<file path="src/hdl/hlpd_pkg.sv">
`timescale 1ns / 1ps

package hlpd_pkg;

   // header size in bytes: command byte plus four hex digits
   localparam int unsigned HEADER_BYTES = 5;

   // result kinds
   localparam logic [1:0] KIND_PAYLOAD   = 2'd0;
   localparam logic [1:0] KIND_EMPTY     = 2'd1;
   localparam logic [1:0] KIND_BAD_HEX   = 2'd2;
   localparam logic [1:0] KIND_TOO_LARGE = 2'd3;

   // buffer_size reset value
   localparam logic [17:0] BUFFER_SIZE_RESET = 18'd4096;

   // one result record, as carried from the parser to the result queue
   typedef struct packed {
      logic [1:0]  kind;
      logic [7:0]  command;
      logic [7:0]  data;
      logic [15:0] frame_length;
      logic        last;
   } result_type;

   // parser-to-queue write beat
   typedef struct packed {
      logic       valid;
      result_type result;
   } result_beat_type;

endpackage

</file>
<file path="src/hdl/hlpd_parser.sv">
`timescale 1ns / 1ps

module hlpd_parser (
   input  logic                     clock,
   input  logic                     reset,
   input  logic                     accept,
   input  logic [7:0]               byte_in,
   input  logic [17:0]              buffer_size,
   output hlpd_pkg::result_beat_type beat_out
);

   typedef enum logic [2:0] {
      PH_CMD = 3'b001,
      PH_HDR = 3'b010,
      PH_PAY = 3'b100
   } phase_type;

   phase_type   phase_ff, phase_in;
   logic [1:0]  digit_count_ff, digit_count_in;
   logic [7:0]  held_command_ff, held_command_in;
   logic [15:0] length_accum_ff, length_accum_in;
   logic [15:0] bytes_left_ff, bytes_left_in;

   // decode one ASCII hex digit: bit 4 set means not a hex digit
   function automatic logic [4:0] hex_decode(input logic [7:0] c);
      logic [4:0] r;
      r = 5'b10000;
      if (c >= 8'h30 && c <= 8'h39) r = {1'b0, 4'(c - 8'h30)};
      else if (c >= 8'h41 && c <= 8'h46) r = {1'b0, 4'(c - 8'h37)};
      else if (c >= 8'h61 && c <= 8'h66) r = {1'b0, 4'(c - 8'h57)};
      return r;
   endfunction

   logic [4:0]  hex;
   logic [15:0] new_length;
   logic [16:0] length_sum;
   logic        too_large;
   logic [15:0] left_dec;

   assign hex        = hex_decode(byte_in);
   assign new_length = {length_accum_ff[11:0], hex[3:0]};
   assign length_sum = {1'b0, new_length} + 17'(hlpd_pkg::HEADER_BYTES);
   assign too_large  = {1'b0, length_sum} >= buffer_size;
   assign left_dec   = (bytes_left_ff != 16'd0) ? bytes_left_ff - 16'd1 : 16'd0;

   // classify the byte and compute next parser state
   always_comb begin
      phase_in        = phase_ff;
      digit_count_in  = digit_count_ff;
      held_command_in = held_command_ff;
      length_accum_in = length_accum_ff;
      bytes_left_in   = bytes_left_ff;
      beat_out.valid               = 1'b0;
      beat_out.result.kind         = hlpd_pkg::KIND_PAYLOAD;
      beat_out.result.command      = held_command_ff;
      beat_out.result.data         = 8'd0;
      beat_out.result.frame_length = 16'd0;
      beat_out.result.last         = 1'b1;
      case (phase_ff)
         PH_HDR: begin
            if (hex[4]) begin
               beat_out.valid       = accept;
               beat_out.result.kind = hlpd_pkg::KIND_BAD_HEX;
               phase_in             = PH_CMD;
               digit_count_in       = 2'd0;
            end else begin
               length_accum_in = new_length;
               if (digit_count_ff != 2'd3) begin
                  digit_count_in = digit_count_ff + 2'd1;
               end else begin
                  digit_count_in = 2'd0;
                  if (too_large) begin
                     beat_out.valid               = accept;
                     beat_out.result.kind         = hlpd_pkg::KIND_TOO_LARGE;
                     beat_out.result.frame_length = new_length;
                     phase_in                     = PH_CMD;
                  end else if (new_length == 16'd0) begin
                     beat_out.valid       = accept;
                     beat_out.result.kind = hlpd_pkg::KIND_EMPTY;
                     phase_in             = PH_CMD;
                  end else begin
                     bytes_left_in = new_length;
                     phase_in      = PH_PAY;
                  end
               end
            end
         end
         PH_PAY: begin
            bytes_left_in                = left_dec;
            beat_out.valid               = accept;
            beat_out.result.kind         = hlpd_pkg::KIND_PAYLOAD;
            beat_out.result.data         = byte_in;
            beat_out.result.frame_length = length_accum_ff;
            beat_out.result.last         = (left_dec == 16'd0);
            if (left_dec == 16'd0) phase_in = PH_CMD;
         end
         default: begin
            held_command_in = byte_in;
            length_accum_in = 16'd0;
            digit_count_in  = 2'd0;
            bytes_left_in   = 16'd0;
            phase_in        = PH_HDR;
         end
      endcase
   end

   // advance state on each accepted beat
   always_ff @(posedge clock) begin
      if (reset) begin
         phase_ff        <= PH_CMD;
         digit_count_ff  <= 2'd0;
         held_command_ff <= 8'd0;
         length_accum_ff <= 16'd0;
         bytes_left_ff   <= 16'd0;
      end else if (accept) begin
         phase_ff        <= phase_in;
         digit_count_ff  <= digit_count_in;
         held_command_ff <= held_command_in;
         length_accum_ff <= length_accum_in;
         bytes_left_ff   <= bytes_left_in;
      end
   end

endmodule

</file>
<file path="src/hdl/hlpd_queue.sv">
`timescale 1ns / 1ps

module hlpd_queue #(
   parameter int unsigned DEPTH = 4
) (
   input  logic                      clock,
   input  logic                      reset,
   input  hlpd_pkg::result_beat_type beat_in,
   output logic                      full,
   output logic                      empty,
   input  logic                      pop,
   output hlpd_pkg::result_type      head
);

   localparam int unsigned AW = (DEPTH > 1) ? $clog2(DEPTH) : 1;
   localparam int unsigned CW = $clog2(DEPTH + 1);

   hlpd_pkg::result_type entries_ff [DEPTH];
   logic [AW-1:0] wr_ptr_ff, wr_ptr_in;
   logic [AW-1:0] rd_ptr_ff, rd_ptr_in;
   logic [CW-1:0] count_ff, count_in;
   logic          do_push, do_pop;

   assign full    = (count_ff == CW'(DEPTH));
   assign empty   = (count_ff == '0);
   assign do_push = beat_in.valid && !full;
   assign do_pop  = pop && !empty;
   assign head    = entries_ff[rd_ptr_ff];

   // wrap pointers and track occupancy
   always_comb begin
      wr_ptr_in = wr_ptr_ff;
      rd_ptr_in = rd_ptr_ff;
      count_in  = count_ff;
      if (do_push) wr_ptr_in = (wr_ptr_ff == AW'(DEPTH - 1)) ? '0 : wr_ptr_ff + 1'b1;
      if (do_pop)  rd_ptr_in = (rd_ptr_ff == AW'(DEPTH - 1)) ? '0 : rd_ptr_ff + 1'b1;
      if (do_push && !do_pop) count_in = count_ff + 1'b1;
      else if (do_pop && !do_push) count_in = count_ff - 1'b1;
   end

   always_ff @(posedge clock) begin
      if (reset) begin
         wr_ptr_ff <= '0;
         rd_ptr_ff <= '0;
         count_ff  <= '0;
      end else begin
         wr_ptr_ff <= wr_ptr_in;
         rd_ptr_ff <= rd_ptr_in;
         count_ff  <= count_in;
      end
   end

   // store the pushed record
   always_ff @(posedge clock) begin
      if (do_push) entries_ff[wr_ptr_ff] <= beat_in.result;
   end

endmodule

</file>
<file path="src/hdl/hex_length_prefixed_deframer_top.sv">
`timescale 1ns / 1ps
// A result is registered into the result queue when the byte causing it is accepted and
// shows on rsp_ ports at the queue head. One byte per cycle while req_full is low: the
// parser decodes, compares or counts down each byte and the queue takes and gives one
// record per cycle. req_full rises only while the result queue holds QUEUE_DEPTH records.
// Reset (synchronous): parser waits for a command byte, queue empties, buffer_size = 4096.

module hex_length_prefixed_deframer_top #(
   parameter int unsigned QUEUE_DEPTH = 4
) (
   input  logic        clock,
   input  logic        reset,
   input  logic        req_push,
   output logic        req_full,
   input  logic [7:0]  req_byte_in,
   output logic        rsp_empty,
   input  logic        rsp_pop,
   output logic [1:0]  rsp_kind,
   output logic [7:0]  rsp_command,
   output logic [7:0]  rsp_data,
   output logic [15:0] rsp_frame_length,
   output logic        rsp_last,
   input  logic        csr_valid,
   output logic        csr_ready,
   input  logic [17:0] csr_buffer_size
);

   logic [17:0]               buffer_size_ff;
   logic                      accept;
   hlpd_pkg::result_beat_type beat;
   hlpd_pkg::result_type      head;

   assign csr_ready = 1'b1;
   assign accept    = req_push && !req_full;

   // hold the buffer size register
   always_ff @(posedge clock) begin
      if (reset) begin
         buffer_size_ff <= hlpd_pkg::BUFFER_SIZE_RESET;
      end else if (csr_valid && csr_ready) begin
         buffer_size_ff <= csr_buffer_size;
      end
   end

   // front: parse and classify bytes
   hlpd_parser u_parser (
      .clock       (clock),
      .reset       (reset),
      .accept      (accept),
      .byte_in     (req_byte_in),
      .buffer_size (buffer_size_ff),
      .beat_out    (beat)
   );

   // back: queue results toward the consumer
   hlpd_queue #(
      .DEPTH (QUEUE_DEPTH)
   ) u_queue (
      .clock   (clock),
      .reset   (reset),
      .beat_in (beat),
      .full    (req_full),
      .empty   (rsp_empty),
      .pop     (rsp_pop),
      .head    (head)
   );

   assign rsp_kind         = head.kind;
   assign rsp_command      = head.command;
   assign rsp_data         = head.data;
   assign rsp_frame_length = head.frame_length;
   assign rsp_last         = head.last;

   // checks
   a_reset_empties: assert property (@(posedge clock) reset |=> rsp_empty)
      else $error("queue not empty after reset");

   a_no_push_when_full: assert property (@(posedge clock) disable iff (reset)
      req_full |-> !beat.valid)
      else $error("parser produced a result while queue full");

   a_result_shows: assert property (@(posedge clock) disable iff (reset)
      (beat.valid && !(rsp_pop && !rsp_empty)) |=> !rsp_empty)
      else $error("pushed result not visible");

   a_nonpayload_last: assert property (@(posedge clock) disable iff (reset)
      (!rsp_empty && rsp_kind != hlpd_pkg::KIND_PAYLOAD) |-> (rsp_last && rsp_data == 8'd0))
      else $error("non-payload result without last or with data");

endmodule
</file>
<file path="config.mk">
export PLATFORM = sky130hd
export DESIGN_NAME = hex_length_prefixed_deframer_top
export DESIGN_NICKNAME = d
export VERILOG_FILES = /design/src/hdl/hlpd_pkg.sv /design/src/hdl/hlpd_parser.sv /design/src/hdl/hlpd_queue.sv /design/src/hdl/hex_length_prefixed_deframer_top.sv
export SDC_FILE = /design/constraint.sdc
export NUM_CORES = 1
export LEC_CHECK = 0
export BUFFER_PORTS_ARGS = -buffer_cell sky130_fd_sc_hd__buf_2
export CAP_MARGIN = 0
export CORE_MARGIN = 3
export CORE_UTILIZATION = 55
export DETAILED_ROUTE_END_ITERATION = 8
export PLACE_DENSITY = 0.73
export SLEW_MARGIN = 10
export SYNTH_ARGS = -nofsm -noshare
export SYNTH_HDL_FRONTEND = slang
export SYNTH_SLANG_ARGS = --single-unit
</file>
<file path="constraint.sdc">
create_clock -name clock -period 8.25 [get_ports clock]
set_input_delay 1.65 -clock clock [delete_from_list [all_inputs] [get_ports clock]]
set_output_delay 1.65 -clock clock [all_outputs]
set_load 0.005 [all_outputs]
</file>
Word level (Yosys, flattened, before mapping)
Memory sizes are Yosys's and may differ from the RTL's. A register that Yosys moved wholly into a read port is not among the register bits.
Index checks and enable logic that the tools add are counted.
Word-level totals
  register bits: 70
  bits in latches: 0
  bits in writable memories: 140
  memory bits (read-only): 0
  memories kept: 1
Operators by class
  add/subtract/negate cells: 10
  multipliers: 0
  div/mod/pow operators: 0
  $lt $le $gt $ge: 7
  eq/ne operators: 12
  shift-type cells: 0
  muxes and demuxes: 39
  bitwise logic cells: 2
  reductions and logical operators: 23
Memory list
  u_queue.entries_ff: depth 4, width 35, rd ports 1, clocked after memory_dff 1, wr ports 1, RTL line hlpd_queue.sv:18  | hlpd_pkg::result_type entries_ff [DEPTH];
Operators with widths (count)
  $mux W16: 9
  $pmux W16 S2: 3
  $mux W3: 11
  $logic_not A16 Y1: 2
  $ge A17 B18 Y1: 1
  $add A16 B3 Y17 const B: 1
  $ge A8 B7 Y1 const B: 2
  $le A8 B7 Y1 const B: 2
  $reduce_bool A16 Y1: 1
  $sub A16 B1 Y16 const B: 1
  $mux W5: 3
  $mux W2: 6
  $pmux W3 S2: 2
  $ne A2 B2 Y1 const B: 5
  $ge A8 B6 Y1 const B: 1
  $le A8 B6 Y1 const B: 1
  $logic_and A1 B1 Y1: 8
  $mux W8: 1
  $sub A4 B3 Y4 const B: 2
  $add A2 B1 Y2 const B: 3
  $eq A3 B3 Y1 const B: 2
  $reduce_and A3 Y1: 2
  $reduce_and A5 Y1: 1
  $eq A2 B2 Y1 const B: 2
  14 further kinds: 21

Depth between registers and ports, before layout
Gate-level depths: netlist of the first run.
  depth in word-level cells: 16
  gate-level depth with buffers: 25
  gate-level depth less buffers: 25

Modules after synthesis
Synthesis of the first run repeated with hierarchy kept, for this count alone.
Second synthesis, totals
  cells, all modules: 782
  area, all modules: 9806.9 um^2
By module, submodules not included
  hlpd_queue: times used 1, cells each 233, area each 5536.6 um^2
  hlpd_parser: times used 1, cells each 488, area each 3602.2 um^2
  hex_length_prefixed_deframer_top: times used 1, cells each 61, area each 668.1 um^2

Worst setup path before layout of the first run
Ideal clock, no wire load.
  kind: input to register
  start: input req_byte_in[1]
  end: memory u_queue.entries_ff[3][0] (netlist bit), enable pin
  setup time: 395 ps
  arrival time: 5844 ps
  data required time: 7855 ps
  path slack: 2011 ps
  stages: 19
  path buffers: 0
  cell sequence: inv_1 > ha_1 > or3b_4 > nand4_1 > a21boi_0 > inv_1 > ha_1 > or2_2 > nor2b_1 > nand2_1 > xnor2_1 > ha_1 > and4_1 > nand2_1 > a31oi_1 > a2111oi_4 > o21a_1 > nor3_2 > and2_1
On the way
  cells in the longest elaborated chain, start to end: 14
Ends and longest elaborated chain
  start, declared: RTL line hex_length_prefixed_deframer_top.sv:15  | input logic [7:0] req_byte_in,
  $ge A8 B7 Y1 or $le A8 B7 Y1 (tied branches): RTL line hlpd_parser.sv:30  | else if (c >= 8'h61 && c <= 8'h66) r = {1'b0, 4'(c - 8'h57)};
  $logic_and A1 B1 Y1: RTL line hlpd_parser.sv:30
  $mux W5: RTL line hlpd_parser.sv:30
  $mux W5: RTL line hlpd_parser.sv:29  | else if (c >= 8'h41 && c <= 8'h46) r = {1'b0, 4'(c - 8'h37)};
  $mux W5 (*): RTL line hlpd_parser.sv:28  | if (c >= 8'h30 && c <= 8'h39) r = {1'b0, 4'(c - 8'h30)};
  $add A16 B3 Y17 or $logic_not A16 Y1 (tied branches): RTL line hlpd_parser.sv:42, hlpd_parser.sv:77
  $ge A17 B18 Y1 or $mux W3 (tied branches): RTL line hlpd_parser.sv:43, hlpd_parser.sv:77
  $mux W3: RTL line hlpd_parser.sv:72  | if (too_large) begin
  $mux W3: RTL line hlpd_parser.sv:68  | if (digit_count_ff != 2'd3) begin
  $mux W3 (*): RTL line hlpd_parser.sv:61  | if (hex[4]) begin
  $pmux W3 S2 (*): RTL line hlpd_parser.sv:59  | case (phase_ff)
  $logic_and A1 B1 Y1 (*): RTL line hlpd_queue.sv:26  | assign do_push = beat_in.valid && !full;
  via u_queue.do_push: RTL line hlpd_queue.sv:22  | logic do_push, do_pop;
  $mux W1 (*): RTL line hlpd_queue.sv:55  | if (do_push) entries_ff[wr_ptr_ff] <= beat_in.result;
  $mux W1 (not written as such) (*): RTL line hlpd_queue.sv:55
  end, declared: RTL line hlpd_queue.sv:18
Mark *: on every way through the listed nets, which the timed path passes. The rest lies on a longest branch.

Worst setup path after layout of the first run
  start: input req_byte_in[1]
  end: register u_queue.count_ff[1]
RTL lines
  $ge A8 B7 Y1 or $le A8 B7 Y1 (tied branches): RTL line hlpd_parser.sv:30
  $logic_and A1 B1 Y1: RTL line hlpd_parser.sv:30
  $mux W5: RTL line hlpd_parser.sv:30
  $mux W5: RTL line hlpd_parser.sv:29
  $mux W5 (*): RTL line hlpd_parser.sv:28
  $add A16 B3 Y17 or $logic_not A16 Y1 (tied branches): RTL line hlpd_parser.sv:42, hlpd_parser.sv:77
  $ge A17 B18 Y1 or $mux W3 (tied branches): RTL line hlpd_parser.sv:43, hlpd_parser.sv:77
  $mux W3: RTL line hlpd_parser.sv:72
  $mux W3: RTL line hlpd_parser.sv:68
  $mux W3 (*): RTL line hlpd_parser.sv:61
  $pmux W3 S2 (*): RTL line hlpd_parser.sv:59
  $logic_and A1 B1 Y1 (*): RTL line hlpd_queue.sv:26
  via u_queue.do_push: RTL line hlpd_queue.sv:22
  $logic_and A1 B1 Y1 (*): RTL line hlpd_queue.sv:37  | if (do_push && !do_pop) count_in = count_ff + 1'b1;
  $mux W3 (*): RTL line hlpd_queue.sv:37
  via u_queue.count_in[1]: RTL line hlpd_queue.sv:21  | logic [CW-1:0] count_ff, count_in;
  end signal, assigned: RTL line hlpd_queue.sv:49  | count_ff <= count_in;
  end, declared: RTL line hlpd_queue.sv:21
Marks and branches as above.
A chain may end at the register's enable or synchronous reset.

==> metrics.md, run 1 <==
| Metric | Value |
|---|---|
| Number of failing hold endpoints at the final stage | `0` |
| Power Dens Cells | `250 nW/um^2` |
| Category of the critical setup timing path | `input pin to flip-flop` |
| Clock latency on the worst-skew pair | `0.50 ns` |
| Worst-path clk slew | `0.06 ns` |
| Yosys top cell area share | `42.6%` |
| Total Wirelength | `21800 um` |
| Max-capacitance violation count | `0` |
| Max-slew headroom | `20.5%` |
| Final count of pins violating max slew | `0` |
| All-Layer GR Usage | `22.6%` |
| # DRC | `0` |
| Setup repair after global routing missed its margin | `no` |
| Avg Cell Area, Syn | `12.6 um^2` |
| Layout Area Growth over Synthesis | `12.9%` |
| Maximum number of pins on one net before global-route repair | `73` |
| Flops & latches, synth | `212` |
| Final non-filler cell total | `1073` |
| Time the worst path needs with I/O delays and setup | `6.60 ns` |
| Vertical die dimension | `140 um` |
| Share of cells above drive strength 1 | `21.2%` |
| Global-route wire length before repair | `35900 um` |
| Slowest CP cell | `sky130_fd_sc_hd__o21ai_1` |
| CTS H-Tree Depth | `1` |
| Cell row count | `48` |
| Class of the tightest hold or removal check | `flip-flop to flip-flop` |
| Per-cell via count in the routed design | `6.11` |
| Main area contributors after synthesis | `sky130_fd_sc_hd__edfxtp_1, sky130_fd_sc_hd__dfxtp_1, sky130_fd_sc_hd__mux4_2` |
| Post-route cell area | `11100 um^2` |
| Worst Tran Pin Value | `1.19 ns` |
| Clock Skew | `0.00928 ns` |
| Arrival time reported for the critical path endpoint | `6.94 ns` |
| First drt pass iteration count | `5` |
| Core Box Area | `17400 um^2` |
| Die Outline Area | `19600 um^2` |
| Clock Sinks | `212` |
| Dominant cell by count in the synthesized netlist | `sky130_fd_sc_hd__edfxtp_1` |
| Top_reg_cell synth | `sky130_fd_sc_hd__edfxtp_1` |
| Gate count after technology mapping | `785` |
| Ranking of synthesized cells by instance count | `sky130_fd_sc_hd__edfxtp_1, sky130_fd_sc_hd__dfxtp_1, sky130_fd_sc_hd__nand2_1` |
| Count of nets after finishing | `895` |
| Initial Util | `56.6%` |
| Vias in the first global route | `6810` |
| Number of enable-type register cells in the synthesized netlist | `140` |
| Data required, critical path | `8.59 ns` |
| Total setup buffers inserted after CTS | `0` |
| Maximum fanout encountered on the critical timing path | `6` |
| Number of antenna violations at the first check in global routing | `0` |
| Yosys top cell by area | `sky130_fd_sc_hd__edfxtp_1` |
| Num CTS Buffers | `22` |
| Final total power | `2790 uW` |
| Delay of the slowest cell on the worst path | `0.49 ns` |
| CTS root buf | `sky130_fd_sc_hd__clkbuf_16` |
| Type of destination of the critical path | `flip-flop` |
| Max VDD drop | `167 uV` |
| Placed Instance Area | `10300 um^2` |
| Wire length per cell | `20.3 um` |
| TritonCTS clock tree | `yes` |
| Antenna diode count | `0` |
| Fmax achieved | `151 MHz` |
| Number of DRC violations after detailed-routing iteration 0 | `479` |
| Crit path launch type | `input pin` |
| Tcrit/Tclk final | `80.0%` |
| CP dominant cell by count | `sky130_fd_sc_hd__ha_1` |
| Final total negative setup slack | `0 ns` |
| Num ports | `69` |
| Buffers on Ports | `67` |
| Final weighted congestion in routability-driven placement | `0.935` |
| CP cell instances | `buf_2, inv_1, ha_1, or3b_4, nand4_1, a21boi_0, inv_1, ha_1, or2_2, nor2b_1, nand3_1, xnor2_1, ha_1, a21oi_1, nand2_1, a2111o_1, o21ai_1, o21a_1, nor3_2, ha_1, inv_1, fa_1, mux2i_1, nor2_1` |
| Placed cells | `1034` |
| Final-report setup violation count | `0` |
| Clock tree buffer depth | `3` |
| Number of synthesis warnings | `0` |
| Leakage dissipation | `0.00403 uW` |
| Number of vias in the routed layout | `6557` |
| Post-cts gate resize count | `0` |
| HPWL after detailed placement | `14200 um` |
| Outcome | `completed` |
| Area of the mapped netlist | `9860 um^2` |
| Sequential element share of the synthesized area | `57.3%` |
| Number of routed nets with antenna violations | `0` |
| Distinct cell type count of the synthesized netlist | `80` |
| Hold-fix buffers, CTS | `0` |
| Nets in the synthesized netlist | `847` |
| Proportion of register bits with asynchronous set or reset after synthesis | `0%` |
| Chip width | `140 um` |
| Overflow left after global routing | `0` |
==> sequential cells by signal, indices dropped and copies added (netlist names), named ones only <==
signal                    count
u_queue.wr_ptr_ff             2
u_parser.bytes_left_ff       16
u_parser.phase_ff             3
u_parser.held_command_ff      8
u_queue.entries_ff          140
u_parser.length_accum_ff     16
u_parser.digit_count_ff       2
buffer_size_ff               18
u_queue.rd_ptr_ff             2
u_queue.count_ff              3
==> where the power goes <==
group / switching [uW] / internal [uW]
Sequential: 37.4 / 1170
Clock: 398 / 705
Combinational: 266 / 214
==> cell usage in the layout (no fill, tap or decap), types with 14 or more instances in the layout <==
cell type	netlist	layout
sky130_fd_sc_hd__a21oi_1	54	54
sky130_fd_sc_hd__a32o_1	15	15
sky130_fd_sc_hd__buf_2	5	67
sky130_fd_sc_hd__clkbuf_16	0	23
sky130_fd_sc_hd__dfxtp_1	72	71
sky130_fd_sc_hd__edfxtp_1	140	140
sky130_fd_sc_hd__ha_1	30	30
sky130_fd_sc_hd__inv_1	28	28
sky130_fd_sc_hd__mux2i_1	23	23
sky130_fd_sc_hd__mux4_2	35	35
sky130_fd_sc_hd__nand2_1	65	65
sky130_fd_sc_hd__nand3_1	22	22
sky130_fd_sc_hd__nor2_1	62	62
sky130_fd_sc_hd__nor3_1	23	23
sky130_fd_sc_hd__xnor2_1	14	14
==> per-stage QoR <==
step           utilization (%)  hold WS (ns)  setup slack, ns
4_1_cts                   63.9         0.458             1.70
6_report                  63.9         0.461             1.65
2_1_floorplan                -         0.436             2.01
5_1_grt                   63.9         0.482             1.33
3_5_place_dp              59.2         0.451             1.19
3_3_place_gp              59.2         0.442             1.57
==> path summary, 6_finish.rpt <==
kind,slack [ns],depth (start not counted),endpoint,from
worst min register to register,0.46,2,u_parser.length_accum_ff[12]$_SDFFE_PP0P_,u_parser.length_accum_ff[12]$_SDFFE_PP0P_
worst max-delay path,1.65,24,u_queue.count_ff[1]$_SDFFE_PP0P_,req_byte_in[1]
worst max register to register,3.64,18,u_queue.count_ff[2]$_SDFFE_PP0P_,u_parser.length_accum_ff[4]$_SDFFE_PP0P_
worst min-delay path,0.46,2,u_parser.length_accum_ff[12]$_SDFFE_PP0P_,u_parser.length_accum_ff[12]$_SDFFE_PP0P_
==> logic make-up after synthesis <==
family	share of synthesized area, %
XOR/XNOR	1.87
other	0.0380
multiplexers	10.3
adder cells (fa/ha/maj)	4.01
AO/OA/AOI/OAI	10.4
buffers and inverters	3.45
AND/OR/NAND/NOR	12.7
flip-flops	57.3
==> area by class of cell <==
type,count,area [um^2]
Sequential cell,212,5650
Clock inverter,15,239
Inverter,28,105
Tap cell,225,282
Timing Repair Buffer,75,395
Fill cell,1342,6290
Multi-Input combinational cell,494,3870
Clock buffer,24,589
==> worst max-delay path, delay by kind of cell <==
kind | cells | cell delay (ns)
xor gates and xnor gates | 1 | 0.14
adders and majority gates | 5 | 1.36
buffers and inverters | 4 | 0.45
muxes | 1 | 0.16
AOI/OAI and AO/OA | 5 | 1.78
and+or+nand+nor | 8 | 1.41
==> layer usage <==
| metal | up-vias | part of all wire, % | track usage, % |
|---|---|---|---|
| met5 | - | 0 | 0 |
| met3 | 61 | 6.0 | 3.28 |
| met4 | 0 | 2.6 | 7.04 |
| li1 | 3051 | - | - |
| met2 | 241 | 49 | 38.6 |
| met1 | 3204 | 42 | 30.3 |
No activity file was read; power rests on OpenSTA's default activity.
==> inputs of run 2 (changes only) <==
Clock period 8.25 ns to 6.7 ns, I/O delays scaled along.
==> metrics.md, run 2 (same netlist as run 1, synthesis figures left out) <==
| Metric | Value |
|---|---|
| Outcome | `completed` |
| Per-cell via count in the routed design | `6.12` |
| Category of the critical setup timing path | `input pin to flip-flop` |
| Busiest grt layer | `met2` |
| Hold depth | `2` |
| CTS H-Tree Depth | `1` |
| Worst Reg-to-Reg Cells | `17` |
| Clock latency on the worst-skew pair | `0.51 ns` |
| Crit path launch type | `input pin` |
| Count of nets after finishing | `897` |
| Clock Sinks | `212` |
| Core Box Area | `17400 um^2` |
| HPWL after detailed placement | `14000 um` |
| Leading cell types in the layout, fill and taps excluded | `sky130_fd_sc_hd__edfxtp_1, sky130_fd_sc_hd__dfxtp_1, sky130_fd_sc_hd__buf_2` |
| Clock Skew | `0.0162 ns` |
| Antenna diode count | `0` |
| Terminating pin of the worst hold path | `u_parser.length_accum_ff[12]$_SDFFE_PP0P_` |
| Overflow left after global routing | `0` |
| Worst hold slack | `0.461 ns` |
| Top flop regs | `u_queue.entries_ff (140), buffer_size_ff (18)` |
| Post-cts gate resize count | `0` |
| Worst setup slack for register-to-register paths | `2.13 ns` |
| Data required, critical path | `7.13 ns` |
| Number of routed nets with antenna violations | `0` |
| Worst Tran Pin Value | `1.21 ns` |
| Hold-fix buffers, CTS | `0` |
| Share of cells above drive strength 1 | `20.8%` |
| # DRC | `0` |
| Max reg flops | `140` |
| Maximum number of pins on one net before global-route repair | `73` |
| Total setup buffers inserted after CTS | `0` |
| First drt pass iteration count | `5` |
| CTS root buf | `sky130_fd_sc_hd__clkbuf_16` |
| Commonest non-fill, non-tap cell in the layout | `sky130_fd_sc_hd__edfxtp_1` |
| Arrival time reported for the critical path endpoint | `6.66 ns` |
| Final weighted congestion in routability-driven placement | `0.959` |
| Number of antenna violations at the first check in global routing | `0` |
| Power Dens Cells | `293 nW/um^2` |
| Slowest CP cell | `sky130_fd_sc_hd__or3b_4` |
| Clock tree buffer depth | `3` |
| Final count of pins violating max slew | `0` |
| R2R Path Start | `u_parser.length_accum_ff[0]$_SDFFE_PP0P_` |
| Global-route wire length before repair | `35500 um` |
| Tcrit/Tclk final | `93.0%` |
| Die Outline Area | `19600 um^2` |
| CP dominant cell by count | `sky130_fd_sc_hd__ha_1` |
| Vertical die dimension | `140 um` |
| Capture point of the worst reg-to-reg path | `u_queue.count_ff[2]$_SDFFE_PP0P_` |
| Layout Area Growth over Synthesis | `11.6%` |
| Vias in the first global route | `6682` |
| TritonCTS clock tree | `yes` |
| Num ports | `69` |
| Final total negative setup slack | `0 ns` |
| Number of DRC violations after detailed-routing iteration 0 | `563` |
| Max VDD drop | `200 uV` |
| Cell row count | `48` |
| All-Layer GR Usage | `22.2%` |
| Met2 Resource Use GR | `38.2%` |
| Maximum fanout encountered on the critical timing path | `6` |
| Buffers on Ports | `67` |
| Met1 GRT Util | `29.4%` |
| Initial Util | `56.6%` |
| Final-report setup violation count | `0` |
| Fmax achieved | `160 MHz` |
| # fillers | `1334` |
| Time the worst path needs with I/O delays and setup | `6.23 ns` |
| Number of failing hold endpoints at the final stage | `0` |
| Type of destination of the critical path | `flip-flop` |
| Class of the tightest hold or removal check | `flip-flop to flip-flop` |
| Chip width | `140 um` |
| Leakage dissipation | `0.00397 uW` |
| Setup repair after global routing missed its margin | `no` |
| Worst hold path startpoint | `u_parser.length_accum_ff[12]$_SDFFE_PP0P_` |
| Max-slew headroom | `19.0%` |
| Area taken by multi-input logic gates | `3880 um^2` |
| Delay of the slowest cell on the worst path | `0.41 ns` |
| Largest register by flop count | `u_queue.entries_ff` |
| Wire length per cell | `20.0 um` |
| Post-Route Utilization | `63.2%` |
| Reg area | `5650 um^2` |
| Max-capacitance violation count | `0` |
| Worst-path clk slew | `0.06 ns` |
| Num CTS Buffers | `22` |
| Start point of the critical path | `req_byte_in[1]` |
| Met3 capacity usage during global routing | `4.20%` |
| Number of vias in the routed layout | `6588` |
| Total Wirelength | `21600 um` |
## run 2: cell types whose count changed in the layout (fill, tap and decap cells not counted), sizes merged
cell and change:
clkinv +3, buf +2, bufinv -5, clkbuf +3
## run 2: worst max-delay path, delay by kind of cell
family          cells  cell delay, ns
buf+inv             4            0.44
simple gates       10            2.19
compound gates      5            1.01
xor+xnor            2            0.27
fa+ha+maj           5            1.38
## run 2: report_power, final
part | switching (uW) | internal [uW] | total (uW) | leakage, uW
logic | 333 | 265 | 598 | 0.00177
registers | 46.7 | 1440 | 1480 | 0.00186
clock network | 487 | 656 | 1140 | 0.000333
## run 2: worst max-delay path by stage
stage                     slack, ns                                  to  cells past startpoint
after global routing           0.12    u_queue.count_ff[2]$_SDFFE_PP0P_                     26
after detailed placement       0.05    u_queue.count_ff[2]$_SDFFE_PP0P_                     26
after CTS                      0.53    u_queue.count_ff[2]$_SDFFE_PP0P_                     26
after global placement         0.37    u_queue.count_ff[2]$_SDFFE_PP0P_                     26
final                          0.47    u_queue.count_ff[2]$_SDFFE_PP0P_                     26
after floorplan                0.77  u_queue.entries_ff[3][0]$_DFFE_PP_                     19
## run 2: layout make-up
type	instances	area share [%]
Tap cell	225	2.56
Inverter	28	0.955
Timing Repair Buffer	77	3.73
Multi-Input combinational cell	494	35.2
Clock inverter	13	0.921
Sequential cell	212	51.3
Clock buffer	27	5.28
## run 2: layer usage
layer	share of wire, %	wire [um]
met1	41	8780
met5	0	0
met2	50	10800
met4	1.8	388
met3	7.3	1580
## run 2: metrics by stage
stage	total power [uW]	setup slack (ns)	cells	instance area (um^2)
2_1_floorplan	1940	0.771	785	9860
3_3_place_gp	2090	0.365	1036	10300
3_5_place_dp	2110	0.0484	1036	10300
4_1_cts	3250	0.533	1076	11000
5_1_grt	3370	0.117	1076	11000
6_report	3220	0.468	1076	11000
==> inputs of run 3 (changes only) <==
Settings changed: ABC_AREA set to 1.
==> metrics.md, run 3 <==
| Metric | Value |
|---|---|
| Number of routed nets with antenna violations | `0` |
| Gate count after technology mapping | `1085` |
| Hold-fix buffers, CTS | `0` |
| Class of the tightest hold or removal check | `flip-flop to flip-flop` |
| Switch Pwr | `1430 uW` |
| Dominant cell by count in the synthesized netlist | `sky130_fd_sc_hd__nor2_1` |
| Ranking of synthesized cells by instance count | `sky130_fd_sc_hd__nor2_1, sky130_fd_sc_hd__edfxtp_1, sky130_fd_sc_hd__nand2_1` |
| Overflow left after global routing | `0` |
| Nets in the synthesized netlist | `1147` |
| Number of synthesis warnings | `0` |
| Commonest non-fill, non-tap cell in the layout | `sky130_fd_sc_hd__nor2_1` |
| Number of enable-type register cells in the synthesized netlist | `140` |
| Buffers on Ports | `67` |
| Int Power | `2830 uW` |
| Flops & latches, synth | `212` |
| Worst-path clk slew | `0.06 ns` |
| Delay of the slowest cell on the worst path | `0.41 ns` |
| Num CTS Buffers | `22` |
| Category of the critical setup timing path | `input pin to flip-flop` |
| Wire length per cell | `16.4 um` |
| Worst path top cell family by delay | `simple AND/OR/NAND/NOR gates` |
| Worst Tran Pin Value | `1.04 ns` |
| Worst Slack Setup Final | `0.862 ns` |
| Setup repair after global routing missed its margin | `no` |
| Total setup buffers inserted after CTS | `0` |
| Number of antenna violations at the first check in global routing | `0` |
| Final count of pins violating max slew | `0` |
| Global-route wire length before repair | `36500 um` |
| Sequential share of power | `37.7%` |
| Max-slew headroom | `30.3%` |
| Slowest CP cell | `sky130_fd_sc_hd__nand2_1` |
| Antenna diode count | `0` |
| Crit path launch type | `input pin` |
| Sequential element share of the synthesized area | `56.6%` |
| Clock latency on the worst-skew pair | `0.51 ns` |
| Final-report setup violation count | `0` |
| Die Outline Area | `19800 um^2` |
| Combinational share of power | `29.9%` |
| Initial Util | `56.8%` |
| Final non-filler cell total | `1378` |
| Clock share of power | `32.4%` |
| Time the worst path needs with I/O delays and setup | `5.84 ns` |
| CTS root buf | `sky130_fd_sc_hd__clkbuf_16` |
| Post-Route Utilization | `64.7%` |
| Per-cell via count in the routed design | `5.56` |
| Leading cell types in the layout, fill and taps excluded | `sky130_fd_sc_hd__nor2_1, sky130_fd_sc_hd__edfxtp_1, sky130_fd_sc_hd__nand2_1` |
| Cell row count | `48` |
| Arrival time reported for the critical path endpoint | `6.23 ns` |
| Num ports | `69` |
| Area of the mapped netlist | `9970 um^2` |
| Vertical die dimension | `141 um` |
| # DRC | `0` |
| Worst hold slack | `0.456 ns` |
| Vias in the first global route | `7313` |
| Avg Cell Area, Syn | `9.19 um^2` |
| Final weighted congestion in routability-driven placement | `0.956` |
| First drt pass iteration count | `5` |
| Data required, critical path | `7.09 ns` |
| HPWL after detailed placement | `15100 um` |
| Largest register by flop count | `u_queue.entries_ff` |
| Clock tree buffer depth | `3` |
| Fmax achieved | `171 MHz` |
| Final total negative setup slack | `0 ns` |
| Proportion of register bits with asynchronous set or reset after synthesis | `0%` |
| Maximum fanout encountered on the critical timing path | `7` |
| TritonCTS clock tree | `yes` |
| Number of failing hold endpoints at the final stage | `0` |
| Yosys top cell area share | `42.2%` |
| Tcrit/Tclk final | `87.1%` |
| Count of nets after finishing | `1200` |
| Yosys top cell by area | `sky130_fd_sc_hd__edfxtp_1` |
| Placed cells | `1339` |
| Power Dens Cells | `376 nW/um^2` |
| Maximum number of pins on one net before global-route repair | `71` |
| Number of DRC violations after detailed-routing iteration 0 | `687` |
| Number of vias in the routed layout | `7666` |
| Share of cells above drive strength 1 | `12.1%` |
| Placement Setup Slack | `0.382 ns` |
| Clock Sinks | `212` |
| Distinct cell type count of the synthesized netlist | `41` |
| Clock Skew | `0.0187 ns` |
| Type of destination of the critical path | `flip-flop` |
| Max VDD drop | `236 uV` |
| Core Box Area | `17500 um^2` |
| Top_reg_cell synth | `sky130_fd_sc_hd__edfxtp_1` |
| Main area contributors after synthesis | `sky130_fd_sc_hd__edfxtp_1, sky130_fd_sc_hd__dfxtp_1, sky130_fd_sc_hd__nor2_1` |
| Outcome | `completed` |
| Max reg flops | `140` |
| Crit path buf inv count | `8` |
| Top flop regs | `u_queue.entries_ff (140), buffer_size_ff (18)` |
| All-Layer GR Usage | `22.5%` |
| Max-capacitance violation count | `0` |
| # fillers | `1470` |
| Layout Area Growth over Synthesis | `13.8%` |
| Post-cts gate resize count | `0` |
| Total Wirelength | `22600 um` |
| CTS H-Tree Depth | `1` |
| Leakage dissipation | `0.00446 uW` |
| Switching part of the total power | `33.6%` |
| Chip width | `141 um` |
[run 3: stage by stage]
stage,total power [uW],instance area (um^2)
3_3_place_gp,2870,10500
2_1_floorplan,2490,9970
6_report,4260,11300
4_1_cts,4280,11300
3_5_place_dp,2900,10500
5_1_grt,4530,11300
[run 3: logic make-up (layout without fill, tap and decap cells)]
| group | after synthesis | in the layout | share of synthesized area, % |
|---|---|---|---|
| adders and majority gates | 31 | 31 | 3.97 |
| AOI/OAI and AO/OA | 255 | 255 | 14.6 |
| xor gates and xnor gates | 16 | 16 | 1.41 |
| and+or+nand+nor | 401 | 401 | 16.8 |
| DFF | 212 | 212 | 56.6 |
| other | 1 | 1 | 0.0376 |
| buffers and inverters | 169 | 237 | 6.62 |
[run 3: final cells by class]
| cell class | count | area, um^2 | area share, % |
|---|---|---|---|
| flip-flops and latches | 212 | 5650 | 49.8 |
| multi-input cells | 704 | 3690 | 32.5 |
| clock buffers | 27 | 609 | 5.37 |
| clock inverters | 12 | 229 | 2.02 |
| repair buffers | 76 | 428 | 3.77 |
| inverters | 122 | 458 | 4.04 |
| well taps | 225 | 282 | 2.48 |
[run 3: power by group through the flow]
stage | clock [uW] | combinational, uW | sequential, uW
floorplan | 0 | 891 | 1600
global placement | 0 | 1240 | 1630
detailed placement | 0 | 1270 | 1630
CTS | 1400 | 1280 | 1600
global route | 1450 | 1460 | 1620
finish | 1380 | 1270 | 1610
[run 3: worst min-delay path, cell delays in order (launching register included)]
cell and delay (ns):
sky130_fd_sc_hd__dfxtp_1 0.30, sky130_fd_sc_hd__inv_1 0.06, sky130_fd_sc_hd__a21oi_1 0.05
[run 3: routing by layer]
layer / routed length, um / track usage (%) / share of wire [%]
met1: 9800 / 30.1 / 43
met2: 10900 / 38.2 / 48
met3: 1320 / 3.12 / 5.8
met4: 627 / 7.24 / 2.8
met5: 0 / 0 / 0
[run 3: final timing paths]
| path | startpoint | endpoint | slack, ns | cells past startpoint |
|---|---|---|---|---|
| min | u_parser.length_accum_ff[13]$_SDFFE_PP0P_ | u_parser.length_accum_ff[13]$_SDFFE_PP0P_ | 0.46 | 2 |
| max | req_byte_in[1] | u_queue.count_ff[1]$_SDFFE_PP0P_ | 0.86 | 34 |
| max reg2reg | u_parser.length_accum_ff[0]$_SDFFE_PP0P_ | u_queue.count_ff[1]$_SDFFE_PP0P_ | 2.43 | 27 |
| min reg2reg | u_parser.length_accum_ff[13]$_SDFFE_PP0P_ | u_parser.length_accum_ff[13]$_SDFFE_PP0P_ | 0.46 | 2 |
